[src/rtl/srcie_pkg.sv]
// ----------------------------------------------------------------------------
// srcie_pkg
// Opcodes, branch conditions, status and request codes for the SRC execute
// block.
// ----------------------------------------------------------------------------
`default_nettype none

package srcie_pkg;

	typedef logic [1:0]  status_t;
	typedef logic [1:0]  req_t;
	typedef logic [4:0]  opcode_t;
	typedef logic [4:0]  reg_idx_t;
	typedef logic [31:0] word_t;

	localparam status_t ST_OK      = 2'd0;
	localparam status_t ST_INVALID = 2'd1;
	localparam status_t ST_STOP    = 2'd2;
	localparam status_t ST_ORDER   = 2'd3;

	localparam req_t REQ_NONE  = 2'd0;
	localparam req_t REQ_READ  = 2'd1;
	localparam req_t REQ_WRITE = 2'd2;

	localparam opcode_t OP_NOP  = 5'd0;
	localparam opcode_t OP_LD   = 5'd1;
	localparam opcode_t OP_LDR  = 5'd2;
	localparam opcode_t OP_ST   = 5'd3;
	localparam opcode_t OP_STR  = 5'd4;
	localparam opcode_t OP_LA   = 5'd5;
	localparam opcode_t OP_LAR  = 5'd6;
	localparam opcode_t OP_BAD7 = 5'd7;
	localparam opcode_t OP_BR   = 5'd8;
	localparam opcode_t OP_BRL  = 5'd9;
	localparam opcode_t OP_EEN  = 5'd10;
	localparam opcode_t OP_EDI  = 5'd11;
	localparam opcode_t OP_ADD  = 5'd12;
	localparam opcode_t OP_ADDI = 5'd13;
	localparam opcode_t OP_SUB  = 5'd14;
	localparam opcode_t OP_NEG  = 5'd15;
	localparam opcode_t OP_SVI  = 5'd16;
	localparam opcode_t OP_RI   = 5'd17;
	localparam opcode_t OP_BAD18 = 5'd18;
	localparam opcode_t OP_BAD19 = 5'd19;
	localparam opcode_t OP_AND  = 5'd20;
	localparam opcode_t OP_ANDI = 5'd21;
	localparam opcode_t OP_OR   = 5'd22;
	localparam opcode_t OP_ORI  = 5'd23;
	localparam opcode_t OP_NOT  = 5'd24;
	localparam opcode_t OP_BAD25 = 5'd25;
	localparam opcode_t OP_SHR  = 5'd26;
	localparam opcode_t OP_SHRA = 5'd27;
	localparam opcode_t OP_SHL  = 5'd28;
	localparam opcode_t OP_SHC  = 5'd29;
	localparam opcode_t OP_RFI  = 5'd30;
	localparam opcode_t OP_STOP = 5'd31;

	localparam logic [2:0] CND_NEVER  = 3'd0;
	localparam logic [2:0] CND_ALWAYS = 3'd1;
	localparam logic [2:0] CND_ZERO   = 3'd2;
	localparam logic [2:0] CND_NZERO  = 3'd3;
	localparam logic [2:0] CND_PLUS   = 3'd4;
	localparam logic [2:0] CND_MINUS  = 3'd5;

	localparam word_t PC_STEP = 32'd4;

	function automatic word_t sext_c1(input word_t w);
		return {{10{w[21]}}, w[21:0]};
	endfunction

	function automatic word_t sext_c2(input word_t w);
		return {{15{w[16]}}, w[16:0]};
	endfunction

	function automatic logic cond_met(input logic [2:0] cnd, input word_t v);
		logic r;
		r = 1'b0;
		case (cnd)
			CND_ALWAYS: r = 1'b1;
			CND_ZERO:   r = (v == '0);
			CND_NZERO:  r = (v != '0);
			CND_PLUS:   r = ~v[31];
			CND_MINUS:  r = v[31];
			default:    r = 1'b0;
		endcase
		return r;
	endfunction

endpackage

`default_nettype wire

[src/rtl/src_risc_instruction_execute.sv]
// ----------------------------------------------------------------------------
// src_risc_instruction_execute
// SRC execute unit: register file in a synchronous RAM, read at accept,
// modified in one stage and written back, with a bypass for back-to-back use.
// ----------------------------------------------------------------------------
// An accepted beat is registered into the execute stage; when that stage fires,
//   its result is registered into the output register.
// Throughput: one beat per cycle unless out_ready stalls; set by the single
//   read-modify-write stage around the register RAM (2 read, 1 write ports).
// Reset: arst_n clears control state; register file reads as zero through
//   per-entry valid bits, next-PC is zero until start_address is written.
`default_nettype none

module src_risc_instruction_execute (
	input  wire                 clk,
	input  wire                 arst_n,
	// configuration: start_address, also loads next-PC
	input  wire                 cfg_valid,
	output logic                cfg_ready,
	input  wire  [31:0]         cfg_data,
	// input channel
	input  wire                 in_valid,
	output logic                in_ready,
	input  wire                 kind,
	input  wire  [31:0]         instruction_word,
	input  wire  [31:0]         read_data,
	// result channel
	output logic                out_valid,
	input  wire                 out_ready,
	output srcie_pkg::status_t  status,
	output srcie_pkg::req_t     mem_request,
	output logic [31:0]         mem_address,
	output logic [31:0]         mem_write_data,
	output logic [31:0]         next_fetch_pc
);
	import srcie_pkg::*;

	// register file RAM and its per-entry valid bits
	word_t       rf_mem [32];
	logic [31:0] rf_vld_q;

	// architectural control state
	word_t       next_pc_q;
	logic        load_pending_q;
	reg_idx_t    load_target_q;

	// execute stage
	logic        v_s1;
	logic        kind_s1;
	word_t       iw_s1;
	word_t       rdat_s1;
	word_t       porta_s1;     // R[rb]
	word_t       portb_s1;     // R[ra] for stores, R[rc] otherwise
	logic        va_s1;
	logic        vb_s1;

	// last write-back, bypassed to the following beat
	logic        wb_en_q;
	reg_idx_t    wb_addr_q;
	word_t       wb_data_q;

	// result register
	logic        out_valid_q;
	status_t     status_q;
	req_t        req_q;
	word_t       addr_q;
	word_t       wdata_q;
	word_t       npc_q;

	logic        accept;
	logic        fire;
	opcode_t     in_op;
	reg_idx_t    in_pb_addr;

	assign cfg_ready = 1'b1;
	assign fire      = v_s1 && (!out_valid_q || out_ready);
	assign in_ready  = !v_s1 || fire;
	assign accept    = in_valid && in_ready;

	// stores read ra on port B; everything else needs rc there
	assign in_op      = instruction_word[31:27];
	assign in_pb_addr = (in_op == OP_ST || in_op == OP_STR) ?
	                    instruction_word[26:22] : instruction_word[16:12];

	// ---------------- execute stage: decode, bypass, compute ----------------
	opcode_t  op;
	reg_idx_t ra_f, rb_f, rc_f, pb_f;
	word_t    rbv, pbv, c2, disp, rel, pc_inc;
	logic [4:0] amt;

	status_t  x_status;
	req_t     x_req;
	word_t    x_addr, x_wdata, x_npc;
	logic     x_lp;
	reg_idx_t x_lt;
	logic     x_we;
	reg_idx_t x_wa;
	word_t    x_wd;

	always_comb begin
		op   = iw_s1[31:27];
		ra_f = iw_s1[26:22];
		rb_f = iw_s1[21:17];
		rc_f = iw_s1[16:12];
		pb_f = (op == OP_ST || op == OP_STR) ? ra_f : rc_f;

		// RAM returns pre-write data when the previous beat wrote the same entry
		if (wb_en_q && wb_addr_q == rb_f) begin
			rbv = wb_data_q;
		end else begin
			rbv = va_s1 ? porta_s1 : '0;
		end
		if (wb_en_q && wb_addr_q == pb_f) begin
			pbv = wb_data_q;
		end else begin
			pbv = vb_s1 ? portb_s1 : '0;
		end

		c2     = sext_c2(iw_s1);
		disp   = (rb_f == '0) ? c2 : c2 + rbv;
		pc_inc = next_pc_q + PC_STEP;
		rel    = sext_c1(iw_s1) + pc_inc;
		amt    = (iw_s1[4:0] != '0) ? iw_s1[4:0] : pbv[4:0];

		x_status = ST_OK;
		x_req    = REQ_NONE;
		x_addr   = '0;
		x_wdata  = '0;
		x_npc    = next_pc_q;
		x_lp     = load_pending_q;
		x_lt     = load_target_q;
		x_we     = 1'b0;
		x_wa     = ra_f;
		x_wd     = '0;

		if (kind_s1) begin
			// returning read data
			if (!load_pending_q) begin
				x_status = ST_ORDER;
			end else begin
				x_we = 1'b1;
				x_wa = load_target_q;
				x_wd = rdat_s1;
				x_lp = 1'b0;
			end
		end else if (load_pending_q) begin
			x_status = ST_ORDER;
		end else if (op inside {OP_BAD7, OP_BAD18, OP_BAD19, OP_BAD25}) begin
			// bad opcode: PC holds
			x_status = ST_INVALID;
		end else begin
			x_npc = pc_inc;
			unique case (op)
				OP_LD: begin
					x_req = REQ_READ; x_addr = disp; x_lp = 1'b1; x_lt = ra_f;
				end
				OP_LDR: begin
					x_req = REQ_READ; x_addr = rel; x_lp = 1'b1; x_lt = ra_f;
				end
				OP_ST: begin
					x_req = REQ_WRITE; x_addr = disp; x_wdata = pbv;
				end
				OP_STR: begin
					x_req = REQ_WRITE; x_addr = rel; x_wdata = pbv;
				end
				OP_LA:   begin x_we = 1'b1; x_wd = disp; end
				OP_LAR:  begin x_we = 1'b1; x_wd = rel; end
				OP_BR: begin
					if (cond_met(iw_s1[2:0], pbv)) x_npc = rbv;
				end
				OP_BRL: begin
					// link value and branch operands are pre-write
					x_we = 1'b1;
					x_wd = pc_inc;
					if (cond_met(iw_s1[2:0], pbv)) x_npc = rbv;
				end
				OP_ADD:  begin x_we = 1'b1; x_wd = rbv + pbv; end
				OP_ADDI: begin x_we = 1'b1; x_wd = rbv + c2; end
				OP_SUB:  begin x_we = 1'b1; x_wd = rbv - pbv; end
				OP_NEG:  begin x_we = 1'b1; x_wd = '0 - pbv; end
				OP_AND:  begin x_we = 1'b1; x_wd = rbv & pbv; end
				OP_ANDI: begin x_we = 1'b1; x_wd = rbv & c2; end
				OP_OR:   begin x_we = 1'b1; x_wd = rbv | pbv; end
				OP_ORI:  begin x_we = 1'b1; x_wd = rbv | c2; end
				OP_NOT:  begin x_we = 1'b1; x_wd = ~pbv; end
				OP_SHR:  begin x_we = 1'b1; x_wd = rbv >> amt; end
				OP_SHRA: begin x_we = 1'b1; x_wd = word_t'($signed(rbv) >>> amt); end
				OP_SHL:  begin x_we = 1'b1; x_wd = rbv << amt; end
				OP_STOP: begin x_status = ST_STOP; end
				// nop, een, edi, svi, ri, shc, rfi: PC advance only
				default: begin end
			endcase
		end
	end

	// ---------------- register RAM: two reads at accept, one write ----------
	always_ff @(posedge clk) begin
		if (fire && x_we) begin
			rf_mem[x_wa] <= x_wd;
		end
		if (accept) begin
			porta_s1 <= rf_mem[instruction_word[21:17]];
			portb_s1 <= rf_mem[in_pb_addr];
			va_s1    <= rf_vld_q[instruction_word[21:17]];
			vb_s1    <= rf_vld_q[in_pb_addr];
			kind_s1  <= kind;
			iw_s1    <= instruction_word;
			rdat_s1  <= read_data;
		end
	end

	always_ff @(posedge clk or negedge arst_n) begin
		if (!arst_n) begin
			rf_vld_q <= '0;
		end else if (fire && x_we) begin
			rf_vld_q[x_wa] <= 1'b1;
		end
	end

	// ---------------- control state and bypass register ---------------------
	always_ff @(posedge clk or negedge arst_n) begin
		if (!arst_n) begin
			v_s1           <= 1'b0;
			next_pc_q      <= '0;
			load_pending_q <= 1'b0;
			load_target_q  <= '0;
			wb_en_q        <= 1'b0;
		end else begin
			if (accept) begin
				v_s1 <= 1'b1;
			end else if (fire) begin
				v_s1 <= 1'b0;
			end
			if (cfg_valid && cfg_ready) begin
				next_pc_q <= cfg_data;
			end else if (fire) begin
				next_pc_q <= x_npc;
			end
			if (fire) begin
				load_pending_q <= x_lp;
				load_target_q  <= x_lt;
				wb_en_q        <= x_we;
			end
		end
	end

	always_ff @(posedge clk) begin
		if (fire) begin
			wb_addr_q <= x_wa;
			wb_data_q <= x_wd;
		end
	end

	// ---------------- result register ---------------------------------------
	always_ff @(posedge clk or negedge arst_n) begin
		if (!arst_n) begin
			out_valid_q <= 1'b0;
		end else if (fire) begin
			out_valid_q <= 1'b1;
		end else if (out_ready) begin
			out_valid_q <= 1'b0;
		end
	end

	always_ff @(posedge clk) begin
		if (fire) begin
			status_q <= x_status;
			req_q    <= x_req;
			addr_q   <= x_addr;
			wdata_q  <= x_wdata;
			npc_q    <= x_npc;
		end
	end

	assign out_valid      = out_valid_q;
	assign status         = status_q;
	assign mem_request    = req_q;
	assign mem_address    = addr_q;
	assign mem_write_data = wdata_q;
	assign next_fetch_pc  = npc_q;

endmodule

`default_nettype wire

[config.mk]
export PLATFORM = sky130hd
export DESIGN_NAME = src_risc_instruction_execute
export DESIGN_NICKNAME = d
export VERILOG_FILES = /design/src/rtl/srcie_pkg.sv /design/src/rtl/src_risc_instruction_execute.sv
export SDC_FILE = /design/constraint.sdc
export NUM_CORES = 2
export LEC_CHECK = 0
export BUFFER_PORTS_ARGS = -buffer_cell sky130_fd_sc_hd__buf_2
export CAP_MARGIN = 20
export CORE_MARGIN = 5
export CORE_UTILIZATION = 58
export DETAILED_ROUTE_END_ITERATION = 7
export PLACE_DENSITY = 0.75
export SLEW_MARGIN = 10
export SYNTH_ARGS = -nofsm -noshare
export SYNTH_HDL_FRONTEND = slang
export SYNTH_SLANG_ARGS = --single-unit
[constraint.sdc]
create_clock -name clk -period 8.5 [get_ports clk]
set_input_delay 2.125 -clock clk [delete_from_list [all_inputs] [get_ports clk]]
set_output_delay 2.125 -clock clk [all_outputs]
set_load 0.05 [all_outputs]
Yosys cells after proc, flatten, opt, wreduce, memory -nomap -nowiden
Memory sizes are Yosys's and may differ from the RTL's. A register that Yosys moved wholly into a read port is not among the register bits.
Cells that the tools add are included.
{"block": "totals", "elab_cells": 166, "ram_bits": 1024, "input_bits": 102, "mem_count": 1, "regBits": 277, "out_inout_bits": 103}
{"block": "classes", "n_reduce_logical": 28, "shift": 3, "order_cmp": 4, "n_mux": 60, "bitwise_logic": 11, "addsub": 6, "n_eq_ne": 34}
{"name": "rf_mem", "depth": 32, "word_bits": 32, "read_ports": 2, "rd_clocked_by_memory_dff": 2, "write_ports": 1, "line": "src_risc_instruction_execute.sv:39", "text": "word_t rf_mem [32];"}
{"operator": "$mux W32", "n": 16}
{"operator": "$pmux W32 S15", "n": 1}
{"operator": "$pmux W32 S2", "n": 2}
{"operator": "$add A32 B32 Y32", "n": 3}
{"operator": "$or A32 B32 Y32", "n": 3}
{"operator": "$and A32 B32 Y32", "n": 2}
{"operator": "$eq A5 B5 Y1 const B", "n": 12}
{"operator": "$add A32 B3 Y32 const B", "n": 1}
{"operator": "$logic_not A32 Y1", "n": 1}
{"operator": "$not A32 Y32", "n": 1}
{"operator": "$reduce_bool A32 Y1", "n": 1}
{"operator": "$shl A32 B5 Y32", "n": 1}
{"operator": "$shr A32 B5 Y32", "n": 1}
{"operator": "$sshr A32 B5 Y32", "n": 1}
{"operator": "$sub A1 B32 Y32 const A", "n": 1}
{"operator": "$sub A32 B32 Y32", "n": 1}
{"operator": "$eq A5 B4 Y1 const B", "n": 6}
{"operator": "$mux W1", "n": 26}
{"operator": "$eq A5 B3 Y1 const B", "n": 5}
{"operator": "$mux W5", "n": 5}
{"operator": "$lt A5 B6 Y1 const B", "n": 3}
{"operator": "$eq A5 B2 Y1 const B", "n": 3}
{"operator": "$reduce_or A15 Y1", "n": 1}
{"operator": "$bmux W1 S5", "n": 2}
{"operator": "other kinds (22)", "n": 47}

Longest topological paths before layout
{"block": "depth", "depth_word": 19, "ltp_mapped": 27, "mapped_depth_nobuf": 23}

Worst setup path before layout
No wires, ideal clock.
{"block": "synth_timing", "path_type": "in2reg", "from": "input out_ready", "to": "register next_pc_q[23]", "t_required_ps": 8363, "cell_stages": 6, "path_slack_ps": 1318, "t_arrival_ps": 7045, "n_path_buf": 1, "setup_ps": 137, "path_cell_list": "nand2b_1 > nand2_1 > inv_2 > buf_1 > mux2i_1 > o21ai_0"}
{"block": "synth_between", "elab_chain_cells": 3}
{"item": "from (decl)", "line": "src_risc_instruction_execute.sv:29", "text": "input wire out_ready,"}
{"item": "$logic_or A1 B1 Y1", "line": "src_risc_instruction_execute.sv:76", "text": "assign fire = v_s1 && (!out_valid_q || out_ready);"}
{"item": "$logic_and A1 B1 Y1", "line": "src_risc_instruction_execute.sv:76"}
{"item": "named net fire", "line": "src_risc_instruction_execute.sv:71", "text": "logic fire;"}
{"item": "$reduce_bool A2 Y1 (no line)"}
{"item": "to (signal assigned)", "line": "src_risc_instruction_execute.sv:235", "text": "next_pc_q <= cfg_data;"}
{"item": "to (signal assigned)", "line": "src_risc_instruction_execute.sv:237", "text": "next_pc_q <= x_npc;"}
{"item": "to (decl)", "line": "src_risc_instruction_execute.sv:43", "text": "word_t next_pc_q;"}
The timed path passes the listed nets, and every way through them passes these cells.
A chain may end at the register's enable or synchronous reset.

Final worst setup path
{"block": "layout_timing", "from": "register iw_s1[17]", "to": "memory rf_mem[1][28] (netlist bit), data pin"}
{"block": "layout_between", "elab_chain_cells": 9, "word_cells_on_any_way": 20, "cone_classes": "add/sub (4); eq/ne (1); shift (3); mux (6); bitwise (4); reduce/logical (2)"}
{"item": "from (decl)", "line": "src_risc_instruction_execute.sv:50", "text": "word_t iw_s1;"}
{"item": "from (signal assigned)", "line": "src_risc_instruction_execute.sv:207", "text": "iw_s1 <= instruction_word;"}
{"item": "$eq A5 B5 Y1", "line": "src_risc_instruction_execute.sv:108", "text": "if (wb_en_q && wb_addr_q == rb_f) begin"}
{"item": "$logic_and A1 B1 Y1", "line": "src_risc_instruction_execute.sv:108"}
{"item": "$mux W32", "line": "src_risc_instruction_execute.sv:108"}
{"item": "$add A32 B32 Y32", "line": "src_risc_instruction_execute.sv:120, src_risc_instruction_execute.sv:178"}
{"item": "$mux W32", "line": "src_risc_instruction_execute.sv:120", "text": "disp = (rb_f == '0) ? c2 : c2 + rbv;"}
{"item": "$pmux W32 S15 *", "line": "src_risc_instruction_execute.sv:153", "text": "unique case (op)"}
{"item": "$mux W32 *", "line": "src_risc_instruction_execute.sv:148", "text": "end else if (op inside {OP_BAD7, OP_BAD18, OP_BAD19, OP_BAD25}) begin"}
{"item": "$mux W32 *", "line": "src_risc_instruction_execute.sv:146", "text": "end else if (load_pending_q) begin"}
{"item": "$mux W32 *", "line": "src_risc_instruction_execute.sv:136", "text": "if (kind_s1) begin"}
{"item": "named net x_wd[28]", "line": "src_risc_instruction_execute.sv:98", "text": "word_t x_wd;"}
{"item": "to (decl)", "line": "src_risc_instruction_execute.sv:39"}
The timed path passes the listed nets; every way through them passes the cells marked *.

==> metrics.yaml <==
run_status:
  outcome: "finished, violations left"
  violated_checks: "DRC"
routing:
  remaining_drc_errors: 5
  detail_route.first_pass.iterations: 8
  vias: 59030
  dr.first_iter.drc_count: 9465
  drt.antenna.violating_nets: 0
  avgViaCountPerCell: 7.537
  drt-wirelength-per-cell_um: 37.51
  totalWireLength_um: 293800
clocking:
  cts_setup_buffers: 0
  clk_pin_slew_ns: 0.06
  cts.path.max_buffers: 3
  cts_num_sinks: 1365
  ctsResizeCount: 0
  cts_max_level: 4
  cts.hold.buffers_added: 0
  clk_root_buffer_cell: "clkbuf_16"
  worstSkewPairLatency_ns: 0.79
  clock_tree_from_tritoncts: "yes"
  tritoncts_buffers: 140
logic_synthesis:
  ys_seq_elements: 1365
  post_synth_num_cell_types: 109
  ys_warn_count: 0
  synth_common_cells: "edfxtp_1 (1292), nand2_1 (706), mux4_2 (596), nor2_1 (355), a21oi_1 (276)"
  yosysMostFrequentCell: "edfxtp_1"
  dominantRegCellSynth: "edfxtp_1"
  synthesis.area_um2: 76560
  synth_top_cells_by_area: "edfxtp_1 (51%), mux4_2 (18%), nand2_1 (3.5%)"
  syn-mean-instance-area_um2: 13.20
  postSynth.asyncResetShare_pct: 5.348
  syn_inst: 5799
  synth_top_area_cell: "edfxtp_1"
  synth_largest_type_area_fraction_pct: 50.68
  post_synth_net_total: 6028
  synth-edff-count: 1292
  yosysSeqAreaShare_pct: 53.06
setup_path:
  timing.critical_path.arrival_ns: 7.84
  worst_ep_required_time_ns: 8.98
  setup.worst_path.end: "rf_mem[1][28]"
  criticalPathCategory: "register to register"
  start_kind: "register"
  timing.critical_path.to_type: "register"
  crit_path_start: "iw_s1[17]"
  ff2ff_setup_slack_ns: 1.14
  timing.rr.end: "rf_mem[1][28]"
  r2r-start: "iw_s1[17]"
  worstRegToRegCells: 21
  cp_max_fo: 33
finish:
  layout.core_utilization_pct: 64.83
  multi_input_area_um2: 34340
  seq_area_um2: 40620
  post_route_cells_drive_above_1_share_pct: 23.88
  largest_register_ffs: 1024
  areaGrowthSynthToFinish_pct: 11.18
  registers.top_by_ff_count: "rf_mem"
  fin_cells: 7832
  nets: 6192
  fill_cells: 9252
timing:
  finalWorstSetupSlack_ns: 1.138
  max_clock_freq_ghz: 0.1358
  maxSlewViolCount: 0
  min_period_ns: 7.362
  slew_headroom_pct: 17.86
  hold_violations: 0
  final.hold.worst_slack_ns: 0.4893
  final-setup-viol-count: 0
  worst_slew_pin_slew_ns: 1.229
  fin_worst_skew_ns: 0.03975
  grt_setup_unrepaired: "no"
  finalSetupTns_ns: 0
  finalCritPeriodShare_pct: 86.61
power:
  share_clk_of_total_power_pct: 35.0
  power.internal_mw: 12.26
  logic_gate_share_of_total_power_pct: 20.4
  switchingPower_mw: 5.173
  switching_share_pct: 29.67
  power_density_nw_per_um2: 204.8
  ir_drop_uv: 211.5
  leakagePower_nw: 30.39
  sequentialPowerShare_pct: 44.7
floorplan:
  dieArea_um2: 139400
  core_um2: 131300
  top_level_ports: 205
  row_count: 133
  initial_core_util_pct: 58.31
  die_width_um: 373.3
  chipHeight_um: 373.3
global_routing:
  global_route_wire_length_before_repair_um: 416300
  antenna_violations_before_repair: 12
  globalRoute.totalOverflow: 0
  maximum_number_of_pins_on_one_net_before_global_route_repair: 116
  gr-usage-all-layers_pct: 41.26
  first_global_vias: 57395
hold_path:
  class_of_the_worst_hold_path: "register to register"
  min_delay_path_depth: 1
place:
  port_buffers: 203
  dp.final_hpwl_um: 190600
  placed_cells_incl_taps: 7569
  pre_cts_slack_ns: 1.337
  gp_routability_congestion: 1.084
run:
  cap_viol_max_count: 0
## worst max-delay path: stages, from the launching register on
cell and delay [ns]:
edfxtp_1 0.57, xor2_1 0.23, nor4_2 0.36, buf_4 0.24
nand2_1 0.39, and3_1 0.38, a21oi_1 0.57, inv_1 0.38
ha_1 0.47, o21a_1 0.14, o21ai_0 0.09, nand2_1 0.12
a31o_2 0.24, a31oi_1 0.18, o31ai_1 0.53, a21oi_1 0.17
and3b_1 0.18, o21ai_0 0.39, o2111ai_1 0.22, a221oi_1 0.66
a32oi_2 0.21, buf_4 0.28
## power by group through the flow
stage	Clock (mW)	Sequential (mW)	Combinational [mW]
final	6.10	7.79	3.55
after CTS	6.13	7.78	3.43
after global routing	6.44	7.79	3.72
after global placement	0	7.91	3.37
after floorplan	0	8.02	2.13
after detailed placement	0	7.92	3.39
## routing by layer
| metal | vias up | GRT usage (%) | part of all wire (%) | wire [µm] |
|---|---|---|---|---|
| li1 | 23182 | - | - | - |
| met1 | 29156 | 53.30 | 34 | 101100 |
| met2 | 5547 | 63.22 | 45 | 132000 |
| met3 | 1135 | 12.20 | 14 | 40000 |
| met4 | 10 | 22.98 | 7.0 | 20620 |
| met5 | - | 0.4460 | 0.046 | 136 |
## cells in the final DEF, fill, tap and decap left out, drive strengths merged, types with 46 or more instances in the layout
cell    instances
a21o           71
a21oi         278
a31oi          46
buf           423
clkbuf        178
clkinv         56
dfrtp          73
edfxtp       1292
ha            124
inv           134
mux2           71
mux2i         193
mux4          596
nand2         707
nand3         238
nor2          356
nor3           58
o21ai         281
or2            46
xnor2          86
xor2           59
## cells by family (layout without fill, tap and decap cells)
family / after synthesis / count (layout) / share of synthesized area [%]
AOI/OAI and AO/OA: 1105 / 1105 / 9.414
xor gates and xnor gates: 145 / 145 / 1.659
and+or+nand+nor: 1655 / 1655 / 9.721
other: 1 / 6 / 0.004898
muxes: 860 / 860 / 21.12
DFF: 1365 / 1365 / 53.06
adders and majority gates: 140 / 140 / 2.275
buffers and inverters: 528 / 801 / 2.741
## stage by stage
stage / power [mW] / instance area (µm²)
floorplan: 10.15 / 76560
global placement: 11.28 / 80400
detailed placement: 11.31 / 80470
CTS: 17.33 / 84950
global route: 17.95 / 85110
finish: 17.44 / 85120
## final cells by class
type / instances / area share, %
tap: 1755 / 2.580
inverter: 127 / 0.5660
timing repair buffer: 423 / 3.502
clock buffer: 178 / 4.489
clock inverter: 73 / 0.7747
antenna: 5 / 0.01470
multi-input combinational: 3906 / 40.35
sequential: 1365 / 47.73
## worst min path at each step
stage	from	end	slack, ns
final	v_s1	out_valid	0.49
after global routing	rf_vld_q[24]	rf_vld_q[24]	0.50
after CTS	rf_vld_q[24]	rf_vld_q[24]	0.49
after detailed placement	rf_vld_q[12]	rf_vld_q[12]	0.48
after global placement	rf_vld_q[22]	rf_vld_q[22]	0.47
after floorplan	rf_vld_q[30]	rf_vld_q[30]	0.45
Power figures use the tool's default switching activity.
